## config.mk

```make
export PLATFORM = sky130hd
export DESIGN_NAME = branch_order_queue_core
export DESIGN_NICKNAME = d
export VERILOG_FILES = /design/src/design/boq_pkg.sv /design/src/design/boq_cell.sv /design/src/design/branch_order_queue_core.sv
export SDC_FILE = /design/constraint.sdc
export NUM_CORES = 1
export LEC_CHECK = 0
export BUFFER_PORTS_ARGS = -buffer_cell sky130_fd_sc_hd__buf_2
export CORE_ASPECT_RATIO = 1.1
export CORE_MARGIN = 3
export CORE_UTILIZATION = 40
export CTS_CLUSTER_SIZE = 40
export DETAILED_ROUTE_END_ITERATION = 10
export SYNTH_ARGS = -nofsm -noshare
export SYNTH_HDL_FRONTEND = slang
export SYNTH_HIERARCHICAL = 1
export SYNTH_SLANG_ARGS = --single-unit
```

## constraint.sdc

```tcl
create_clock -name clock -period 6.8 [get_ports clock]
set_input_delay 1.36 -clock clock [delete_from_list [all_inputs] [get_ports clock]]
set_output_delay 1.36 -clock clock [all_outputs]
set_load 0.005 [all_outputs]
```

## src/design/boq_pkg.sv

```systemverilog
// shared constants, codes and types of the branch order queue
// no dependencies
`timescale 1ns / 1ps
`default_nettype none

package boq_pkg;

   localparam int QUEUE_DEPTH = 8;
   localparam int CNT_W       = $clog2(QUEUE_DEPTH + 1);
   localparam int TAG_W       = 10;
   localparam int PC_W        = 16;
   localparam int OP_W        = 2;
   localparam int STAT_W      = 2;
   localparam int OUT_CNT_W   = 4;

   localparam logic [OP_W-1:0] OP_INSERT = 2'd0;
   localparam logic [OP_W-1:0] OP_RETIRE = 2'd1;
   localparam logic [OP_W-1:0] OP_FLUSH  = 2'd2;
   localparam logic [OP_W-1:0] OP_UNUSED = 2'd3;

   localparam logic [STAT_W-1:0] ST_OK        = 2'd0;
   localparam logic [STAT_W-1:0] ST_FULL      = 2'd1;
   localparam logic [STAT_W-1:0] ST_MISMATCH  = 2'd2;
   localparam logic [STAT_W-1:0] ST_NOT_FOUND = 2'd3;

   typedef struct packed {
      logic do_insert;
      logic do_pop;
      logic do_flush;
   } cell_ctrl_type;

endpackage

`default_nettype wire

```

## src/design/boq_cell.sv

```systemverilog
// one queue slot: holds a tag and pc, shifts toward the head on retire
// depends on boq_pkg
`timescale 1ns / 1ps
`default_nettype none

module boq_cell
   import boq_pkg::*;
(
   input  wire logic              clock,
   input  wire logic              reset,
   input  wire cell_ctrl_type     ctrl,
   input  wire logic [TAG_W-1:0]  req_tag,
   input  wire logic [PC_W-1:0]   req_pc,
   input  wire logic              prev_valid,
   input  wire logic              next_valid,
   input  wire logic [TAG_W-1:0]  next_tag,
   input  wire logic [PC_W-1:0]   next_pc,
   input  wire logic              hit_in,
   output logic                   hit_out,
   output logic                   keep,
   output logic                   match,
   output logic                   valid,
   output logic [TAG_W-1:0]       tag,
   output logic [PC_W-1:0]        pc
);

   logic             valid_ff, valid_in;
   logic [TAG_W-1:0] tag_ff, tag_in;
   logic [PC_W-1:0]  pc_ff, pc_in;

   assign match   = valid_ff & (tag_ff == req_tag);
   assign hit_out = hit_in | match;
   assign keep    = valid_ff & (match | hit_in);
   assign valid   = valid_ff;
   assign tag     = tag_ff;
   assign pc      = pc_ff;

   always_comb begin
      valid_in = valid_ff;
      tag_in   = tag_ff;
      pc_in    = pc_ff;
      priority if (ctrl.do_insert) begin
         if (!valid_ff && prev_valid) begin
            valid_in = 1'b1;
            tag_in   = req_tag;
            pc_in    = req_pc;
         end
      end else if (ctrl.do_pop) begin
         valid_in = next_valid;
         tag_in   = next_tag;
         pc_in    = next_pc;
      end else if (ctrl.do_flush) begin
         valid_in = keep;
      end else begin
         valid_in = valid_ff;
      end
   end

   always_ff @(posedge clock) begin
      if (reset) begin
         valid_ff <= 1'b0;
      end else begin
         valid_ff <= valid_in;
      end
      tag_ff <= tag_in;
      pc_ff  <= pc_in;
   end

endmodule

`default_nettype wire

```

## src/design/branch_order_queue_core.sv

```systemverilog
// program-ordered queue of in-flight branches built as a chain of boq_cell slots
// depends on boq_pkg and boq_cell
// the result is registered and strobed in the cycle after the transaction is taken
// throughput: one transaction per cycle, busy stays low; all slot tag compares run in
// parallel and the flush keep chain ripples combinationally across the cell row
// synchronous reset empties the queue and clears the newest tag; receiver cannot stall
`timescale 1ns / 1ps
`default_nettype none

module branch_order_queue_core
   import boq_pkg::*;
(
   input  wire logic                  clock,
   input  wire logic                  reset,
   input  wire logic                  start,
   output logic                       busy,
   input  wire logic [OP_W-1:0]       req_opcode,
   input  wire logic [TAG_W-1:0]      req_branch_tag,
   input  wire logic [PC_W-1:0]       req_branch_pc,
   input  wire logic                  req_is_control_flow,
   output logic                       rsp_valid,
   output logic [STAT_W-1:0]          rsp_status,
   output logic [OUT_CNT_W-1:0]       rsp_removed_count,
   output logic [PC_W-1:0]            rsp_retired_pc,
   output logic [OUT_CNT_W-1:0]       rsp_occupancy,
   output logic                       rsp_queue_full,
   output logic [TAG_W-1:0]           rsp_latest_tag
);

   cell_ctrl_type          ctrl;
   logic [QUEUE_DEPTH:0]   valid_pad;
   logic [QUEUE_DEPTH:0]   prev_pad;
   logic [QUEUE_DEPTH:0]   hit_pad;
   logic [TAG_W-1:0]       tag_pad [QUEUE_DEPTH+1];
   logic [PC_W-1:0]        pc_pad  [QUEUE_DEPTH+1];
   logic [QUEUE_DEPTH-1:0] keep_vec;
   logic [QUEUE_DEPTH-1:0] match_vec;

   logic [CNT_W-1:0]  count_ff, count_in;
   logic [TAG_W-1:0]  newest_ff, newest_in;
   logic [CNT_W-1:0]  flush_cnt;
   logic [CNT_W-1:0]  removed;
   logic [STAT_W-1:0] status;
   logic [PC_W-1:0]   retired_pc;
   logic              full;
   logic              head_hit;

   logic                 rsp_valid_ff;
   logic [STAT_W-1:0]    status_ff;
   logic [OUT_CNT_W-1:0] removed_ff;
   logic [PC_W-1:0]      retired_ff;
   logic [OUT_CNT_W-1:0] occ_ff;
   logic                 full_ff;
   logic [TAG_W-1:0]     latest_ff;

   assign busy = 1'b0;

   assign full     = (count_ff == CNT_W'(QUEUE_DEPTH));
   assign head_hit = match_vec[0];
   assign flush_cnt = CNT_W'($countones(keep_vec));

   assign valid_pad[QUEUE_DEPTH] = 1'b0;
   assign tag_pad[QUEUE_DEPTH]   = '0;
   assign pc_pad[QUEUE_DEPTH]    = '0;
   assign hit_pad[QUEUE_DEPTH]   = 1'b0;
   assign prev_pad[0]            = 1'b1;

   always_comb begin
      ctrl.do_insert = start && (req_opcode == OP_INSERT) && !full;
      ctrl.do_pop    = start && (req_opcode == OP_RETIRE) && req_is_control_flow && head_hit;
      ctrl.do_flush  = start && (req_opcode == OP_FLUSH);
   end

   genvar gi;
   generate
      for (gi = 0; gi < QUEUE_DEPTH; gi++) begin : g_cell
         assign prev_pad[gi+1] = valid_pad[gi];
         boq_cell u_cell (
            .clock      (clock),
            .reset      (reset),
            .ctrl       (ctrl),
            .req_tag    (req_branch_tag),
            .req_pc     (req_branch_pc),
            .prev_valid (prev_pad[gi]),
            .next_valid (valid_pad[gi+1]),
            .next_tag   (tag_pad[gi+1]),
            .next_pc    (pc_pad[gi+1]),
            .hit_in     (hit_pad[gi+1]),
            .hit_out    (hit_pad[gi]),
            .keep       (keep_vec[gi]),
            .match      (match_vec[gi]),
            .valid      (valid_pad[gi]),
            .tag        (tag_pad[gi]),
            .pc         (pc_pad[gi])
         );
      end
   endgenerate

   always_comb begin
      count_in   = count_ff;
      newest_in  = newest_ff;
      status     = ST_OK;
      removed    = '0;
      retired_pc = '0;
      if (start) begin
         unique case (req_opcode)
            OP_INSERT: begin
               newest_in = req_branch_tag;
               if (full) begin
                  status = ST_FULL;
               end else begin
                  count_in = count_ff + CNT_W'(1);
               end
            end
            OP_RETIRE: begin
               if (req_is_control_flow) begin
                  if (head_hit) begin
                     retired_pc = pc_pad[0];
                     removed    = CNT_W'(1);
                     count_in   = count_ff - CNT_W'(1);
                  end else begin
                     status = ST_MISMATCH;
                  end
               end
            end
            OP_FLUSH: begin
               count_in = flush_cnt;
               removed  = count_ff - flush_cnt;
               if (flush_cnt == '0) begin
                  status = ST_NOT_FOUND;
               end
            end
            OP_UNUSED: begin
            end
            default: begin
            end
         endcase
      end
   end

   always_ff @(posedge clock) begin
      if (reset) begin
         count_ff     <= '0;
         newest_ff    <= '0;
         rsp_valid_ff <= 1'b0;
      end else begin
         count_ff     <= count_in;
         newest_ff    <= newest_in;
         rsp_valid_ff <= start;
      end
      status_ff  <= status;
      removed_ff <= OUT_CNT_W'(removed);
      retired_ff <= retired_pc;
      occ_ff     <= OUT_CNT_W'(count_in);
      full_ff    <= (count_in == CNT_W'(QUEUE_DEPTH));
      latest_ff  <= newest_in;
   end

   assign rsp_valid         = rsp_valid_ff;
   assign rsp_status        = status_ff;
   assign rsp_removed_count = removed_ff;
   assign rsp_retired_pc    = retired_ff;
   assign rsp_occupancy     = occ_ff;
   assign rsp_queue_full    = full_ff;
   assign rsp_latest_tag    = latest_ff;

endmodule

`default_nettype wire
```

Yosys cells after proc, flatten, opt, wreduce, memory -nomap -nowiden
Index checks and enable logic that the tools add are counted.
- flip-flop bits (word level): 268
- bits in latches: 0
- bits in writable memories: 0
- ROM bits: 0
- input bits: 32
- output and inout port bits: 39
- word-level logic and storage cells: 221
- memories: 0
- add/subtract/negate cells: 10
- $mul: 0
- div/mod/pow operators: 0
- order comparisons: 0
- equality and inequality tests: 20
- shift operators: 0
- mux-type cells: 94
- bitwise gates (word level): 23
- reductions and logical operators: 41
- operators with widths (operator ; count):
    $mux 16 ; 24
    $mux 10 ; 26
    $eq 10x10->1 ; 8
    $mux 1 ; 34
    $reduce_and 2->1 ; 15
    $and 1x1->1 ; 16
    $mux 4 ; 4
    $ne 2x1->1 const B ; 7
    $logic_and 1x1->1 ; 13
    $pmux 4 s3 ; 1
    $add 1x1->2 ; 4
    $eq 4x4->1 const B ; 2
    $logic_not 1->1 ; 8
    $pmux 4 s2 ; 1
    $or 1x1->1 ; 7
    $add 2x2->3 ; 2
    $mux 2 ; 3
    $pmux 2 s3 ; 1
    $add 3x3->4 ; 1
    $add 4x1->4 const B ; 1
    $logic_not 4->1 ; 1
    $reduce_and 4->1 ; 1
    $sub 4x1->4 const B ; 1
    $sub 4x4->4 ; 1
    6 further kinds ; 6

Depth between registers and ports, before layout
- depth in word-level cells: 16
- mapped depth: 24
- mapped depth without buffers: 24

Cells and area by module
Netlist, hierarchy kept.
- modules (own cells, without submodules) (module ; times used ; cells each ; area each (µm²) ; sequential area each (µm²)):
    boq_cell ; 8 ; 86 ; 1321.3 ; 800.8
    branch_order_queue_core ; 1 ; 198 ; 2109.5 ; 1041.0

Worst setup path after synthesis
No wires, ideal clock.
- path kind: input -> register
- from: in req_branch_tag[8]
- to: reg removed_ff[3], in the netlist rsp_removed_count[3]
- library setup time: 115 ps
- arrival time: 6806 ps
- required time: 6685 ps
- setup slack: -120 ps
- stages on the path: 24
- buffers on the path: 0
- cell sequence: xor2_1 nor4_1 and3_2 or2_1 or2_1 or2_1 or2_1 or2_1 or2_1 or2_1 o21a_1 fa_1 inv_1 fa_1 fa_1 inv_1 ha_1 fa_1 inv_1 ha_1 a21o_1 a21oi_1 xnor2_1 nor2_1
- cells in the longest elaborated chain, start to end: 15
- elaborated cells on any way between the ends: 40
- those cells by class: add/sub: 8; eq/ne: 8; mux: 1; bitwise: 23
- ends and longest elaborated chain (what ; line ; text):
    start: declaration ; branch_order_queue_core.sv:18 ; input wire logic [TAG_W-1:0] req_branch_tag,
    $eq 10x10->1 ; boq_cell.sv:31 ; assign match = valid_ff & (tag_ff == req_tag);
    $and 1x1->1 ; boq_cell.sv:31 ;
    net match_vec[7] ; branch_order_queue_core.sv:37 ; logic [QUEUE_DEPTH-1:0] match_vec;
    $or 1x1->1 ; boq_cell.sv:32 ; assign hit_out = hit_in | match;
    net hit_pad[6] ; branch_order_queue_core.sv:33 ; logic [QUEUE_DEPTH:0] hit_pad;
    $or 1x1->1 ; boq_cell.sv:32 ;
    net hit_pad[5] ; branch_order_queue_core.sv:33 ;
    $or 1x1->1 ; boq_cell.sv:32 ;
    net hit_pad[4] ; branch_order_queue_core.sv:33 ;
    (+1 left out) ; - ;
    net hit_pad[3] ; branch_order_queue_core.sv:33 ;
    (+1 left out) ; - ;
    net hit_pad[2] ; branch_order_queue_core.sv:33 ;
    (+1 left out) ; - ;
    net hit_pad[1] ; branch_order_queue_core.sv:33 ;
    $or 1x1->1 ; - ;
    $and 1x1->1 ; boq_cell.sv:33 ; assign keep = valid_ff & (match | hit_in);
    net keep_vec[0] ; branch_order_queue_core.sv:36 ; logic [QUEUE_DEPTH-1:0] keep_vec;
    $add 1x1->2 (implied by the code) ; branch_order_queue_core.sv:60 ; assign flush_cnt = CNT_W'($countones(keep_vec));
    $add 2x2->3 (implied by the code) ; branch_order_queue_core.sv:60 ;
    $add 3x3->4 (implied by the code) ; branch_order_queue_core.sv:60 ;
    $sub 4x4->4 ; branch_order_queue_core.sv:128 ; removed = count_ff - flush_cnt;
    $pmux 4 s2 ; branch_order_queue_core.sv:106 ; unique case (req_opcode)
    end signal: assignment ; branch_order_queue_core.sv:152 ; removed_ff <= OUT_CNT_W'(removed);
    end: declaration ; branch_order_queue_core.sv:50 ; logic [OUT_CNT_W-1:0] removed_ff;
The timed path passes the listed nets, and every way through them passes these cells.
A chain may end at the register's enable or synchronous reset.

Worst setup path after layout
- from: in req_branch_tag[1]
- to: reg removed_ff[3], in the netlist rsp_removed_count[3]
Same word-level chain as after synthesis.

==> results.sh <==
export IMPL_run_status="finished clean"
export IMPL_vias_in_the_first_global_route=7554
export IMPL_numClockSinks=268
export IMPL_timing_max_slew_rel_slack=0.2071
export IMPL_dp_final_hpwl_um=16980
export IMPL_setup_tns_ps=0
export IMPL_timing_final_max_slew_violations=0
export IMPL_grt_total_usage=0.1540
export IMPL_unrepaired_setup_endpoints_after_global_routing="false"
export IMPL_worst_slew_pin_slew_ps=1187
export IMPL_io_buffer_count=69
export IMPL_wire_per_inst_um=17.73
export IMPL_worstSetupPathType="in -> reg"
export IMPL_critPathLaunchType="input pin"
export IMPL_num_fill_cells=2807
export IMPL_p_seq_frac=0.497
export IMPL_cts_max_path_buffers=3
export IMPL_reg2reg_depth=24
export IMPL_clkPwrFrac=0.438
export IMPL_timing_critical_path_buf_inv=4
export IMPL_final_min_clock_period_ps=6478
export IMPL_clock_latency_ps=540
export IMPL_rows=67
export IMPL_core_region_area_um2=30850
export IMPL_cp_common_cell="sky130_fd_sc_hd__or2_1"
export IMPL_max_cap_viol_count=0
export IMPL_die_area_um2=33860
export IMPL_post_route_cell_area_um2=14850
export IMPL_fmax_mhz=154.4
export IMPL_p_comb_frac=0.065
export IMPL_number_of_antenna_violations_at_the_first_check_in_global_routing=0
export IMPL_cts_resized=0
export IMPL_die_w_um=175.7
export IMPL_switching_power_uw=743.0
export IMPL_synthesis_yosys_warnings=6
export IMPL_worst_path_slowest_cell="sky130_fd_sc_hd__fa_1"
export IMPL_power_internal_uw=2835
export IMPL_antennaDiodeCount=0
export IMPL_cellLeakagePower_uw=0.005308
export IMPL_min_delay_path_depth=1
export IMPL_vias=7354
export IMPL_timing_critical_path_slowest_cell_delay_ps=540
export IMPL_power_switching_fraction=0.2077
export IMPL_grt_start_max_net_pins=79
export IMPL_design_final_nets=1077
export IMPL_dr_first_iter_drc_count=382
export IMPL_cts_htree_levels=1
export IMPL_proportion_of_layout_cells_with_a_drive_suffix_above_1=0.3815
export IMPL_drc=0
export IMPL_drt_antenna_violating_nets=0
export IMPL_grt_first_pass_wirelength_um=41770
export IMPL_grt_remaining_overflow=0
export IMPL_required_arrival_time_at_the_worst_endpoint_ps=7230
export IMPL_cts_hold_buffers=0
export IMPL_report_power_total_uw=3578
export IMPL_start_util=0.4108
export IMPL_syn_mean_instance_area_um2=14.32
export IMPL_die_height_um=192.7
export IMPL_avgViaCountPerCell=5.020
export IMPL_critPathTopFamily="adder cells"
export IMPL_critical_path_peak_fanout=2
export IMPL_clock_skew_ps=12.69
export IMPL_clock_root_buffer="sky130_fd_sc_hd__clkbuf_16"
export IMPL_detailedRoute_firstPassIterationCount=5
export IMPL_netlist_area_um2=12670
export IMPL_final_min_period_over_clock_period=0.9526
export IMPL_design_portCount=71
export IMPL_cts_tree="built"
export IMPL_gp_congestion=0.8606
export IMPL_critical_path_cell_count=25
export IMPL_clkTransAtPathRegs_ps=60
export IMPL_setup_viol_count_final=0
export IMPL_finalHoldViolCount=0
export IMPL_timing_critical_path_to_type="flip-flop"
export IMPL_placedInstanceArea_um2=13870
export IMPL_power_density_nw_per_um2=241.0
export IMPL_worstPathArrival_ps=6910
export IMPL_cts_setup_buffers=0
export IMPL_ir_worst_vdd_mv=0.1968
export IMPL_cts_made_buffers=30
export IMPL_min_path_type="reg -> reg"
export IMPL_area_growth_syn_to_layout_pct=17.14
export IMPL_routed_wl_um=25980
export IMPL_synth_cells=885
export IMPL_fin_hold_ws_ps=436.9
## cell type report
cell class / instances / area [um2] / area share
Multi-Input combinational cell: 576 / 5072 / 0.3417
Clock buffer: 50 / 922.1 / 0.06212
Inverter: 40 / 150.1 / 0.01011
Timing Repair Buffer: 112 / 680.7 / 0.04585
Clock inverter: 5 / 55.05 / 0.003708
Tap cell: 414 / 518.0 / 0.03489
Sequential cell: 268 / 7447 / 0.5016
## flip-flops by register name, summed over array words and instances, names as in the netlist
register / cells
rsp_occupancy: 4
rsp_status: 2
rsp_removed_count: 4
g_cell.u_cell/tag: 80
newest_ff: 10
rsp_retired_pc: 16
rsp_queue_full: 1
rsp_latest_tag: 10
g_cell.u_cell/valid: 8
rsp_valid: 1
g_cell.u_cell/pc: 128
count_ff: 4
## per-layer routing
metal | vias to the layer above | routed length, um | track usage
met4 | 0 | 682 | 0.04599
met1 | 3619 | 11930 | 0.2074
met2 | 124 | 12470 | 0.2595
li1 | 3573 | - | -
met5 | - | 0 | 0
met3 | 38 | 896 | 0.02204
## worst paths after layout
| kind | slack (ps) | from | endpoint |
|---|---|---|---|
| max | 320 | req_branch_tag[1] | rsp_removed_count[3] |
| min | 440 | g_cell[0].u_cell/pc[8] | rsp_retired_pc[8] |
| max reg2reg | 740 | g_cell[7].u_cell/tag[1] | rsp_removed_count[3] |
| min reg2reg | 440 | g_cell[0].u_cell/pc[8] | rsp_retired_pc[8] |
## power by group through the flow
stage               clock (uW)  sequential (uW)  combinational (uW)
floorplan                    0             1810                 142
global placement             0             1810                 228
detailed placement           0             1810                 232
CTS                       1620             1780                 233
global route              1690             1780                 255
finish                    1570             1780                 231
## through the flow
step | utilization | worst slack, ps | cells
global placement | 0.4495 | -151.6 | 1410
floorplan | - | 3.739 | 916
detailed placement | 0.4495 | -247.9 | 1410
CTS | 0.4812 | 338.1 | 1465
finish | 0.4812 | 322.3 | 1465
global route | 0.4812 | 34.86 | 1465
## layout by cell type (no fill, tap or decap), types with 17 or more instances in the layout
cell type,count
sky130_fd_sc_hd__nor3_1,25
sky130_fd_sc_hd__buf_2,69
sky130_fd_sc_hd__edfxtp_1,208
sky130_fd_sc_hd__mux2_2,218
sky130_fd_sc_hd__nand4_1,17
sky130_fd_sc_hd__dfxtp_1,60
sky130_fd_sc_hd__and2_1,17
sky130_fd_sc_hd__inv_1,40
sky130_fd_sc_hd__xor2_1,75
sky130_fd_sc_hd__clkbuf_16,32
sky130_fd_sc_hd__nor2b_1,17
sky130_fd_sc_hd__conb_1,33
sky130_fd_sc_hd__buf_4,42
sky130_fd_sc_hd__nor4_1,32
Power figures use the tool's default switching activity.
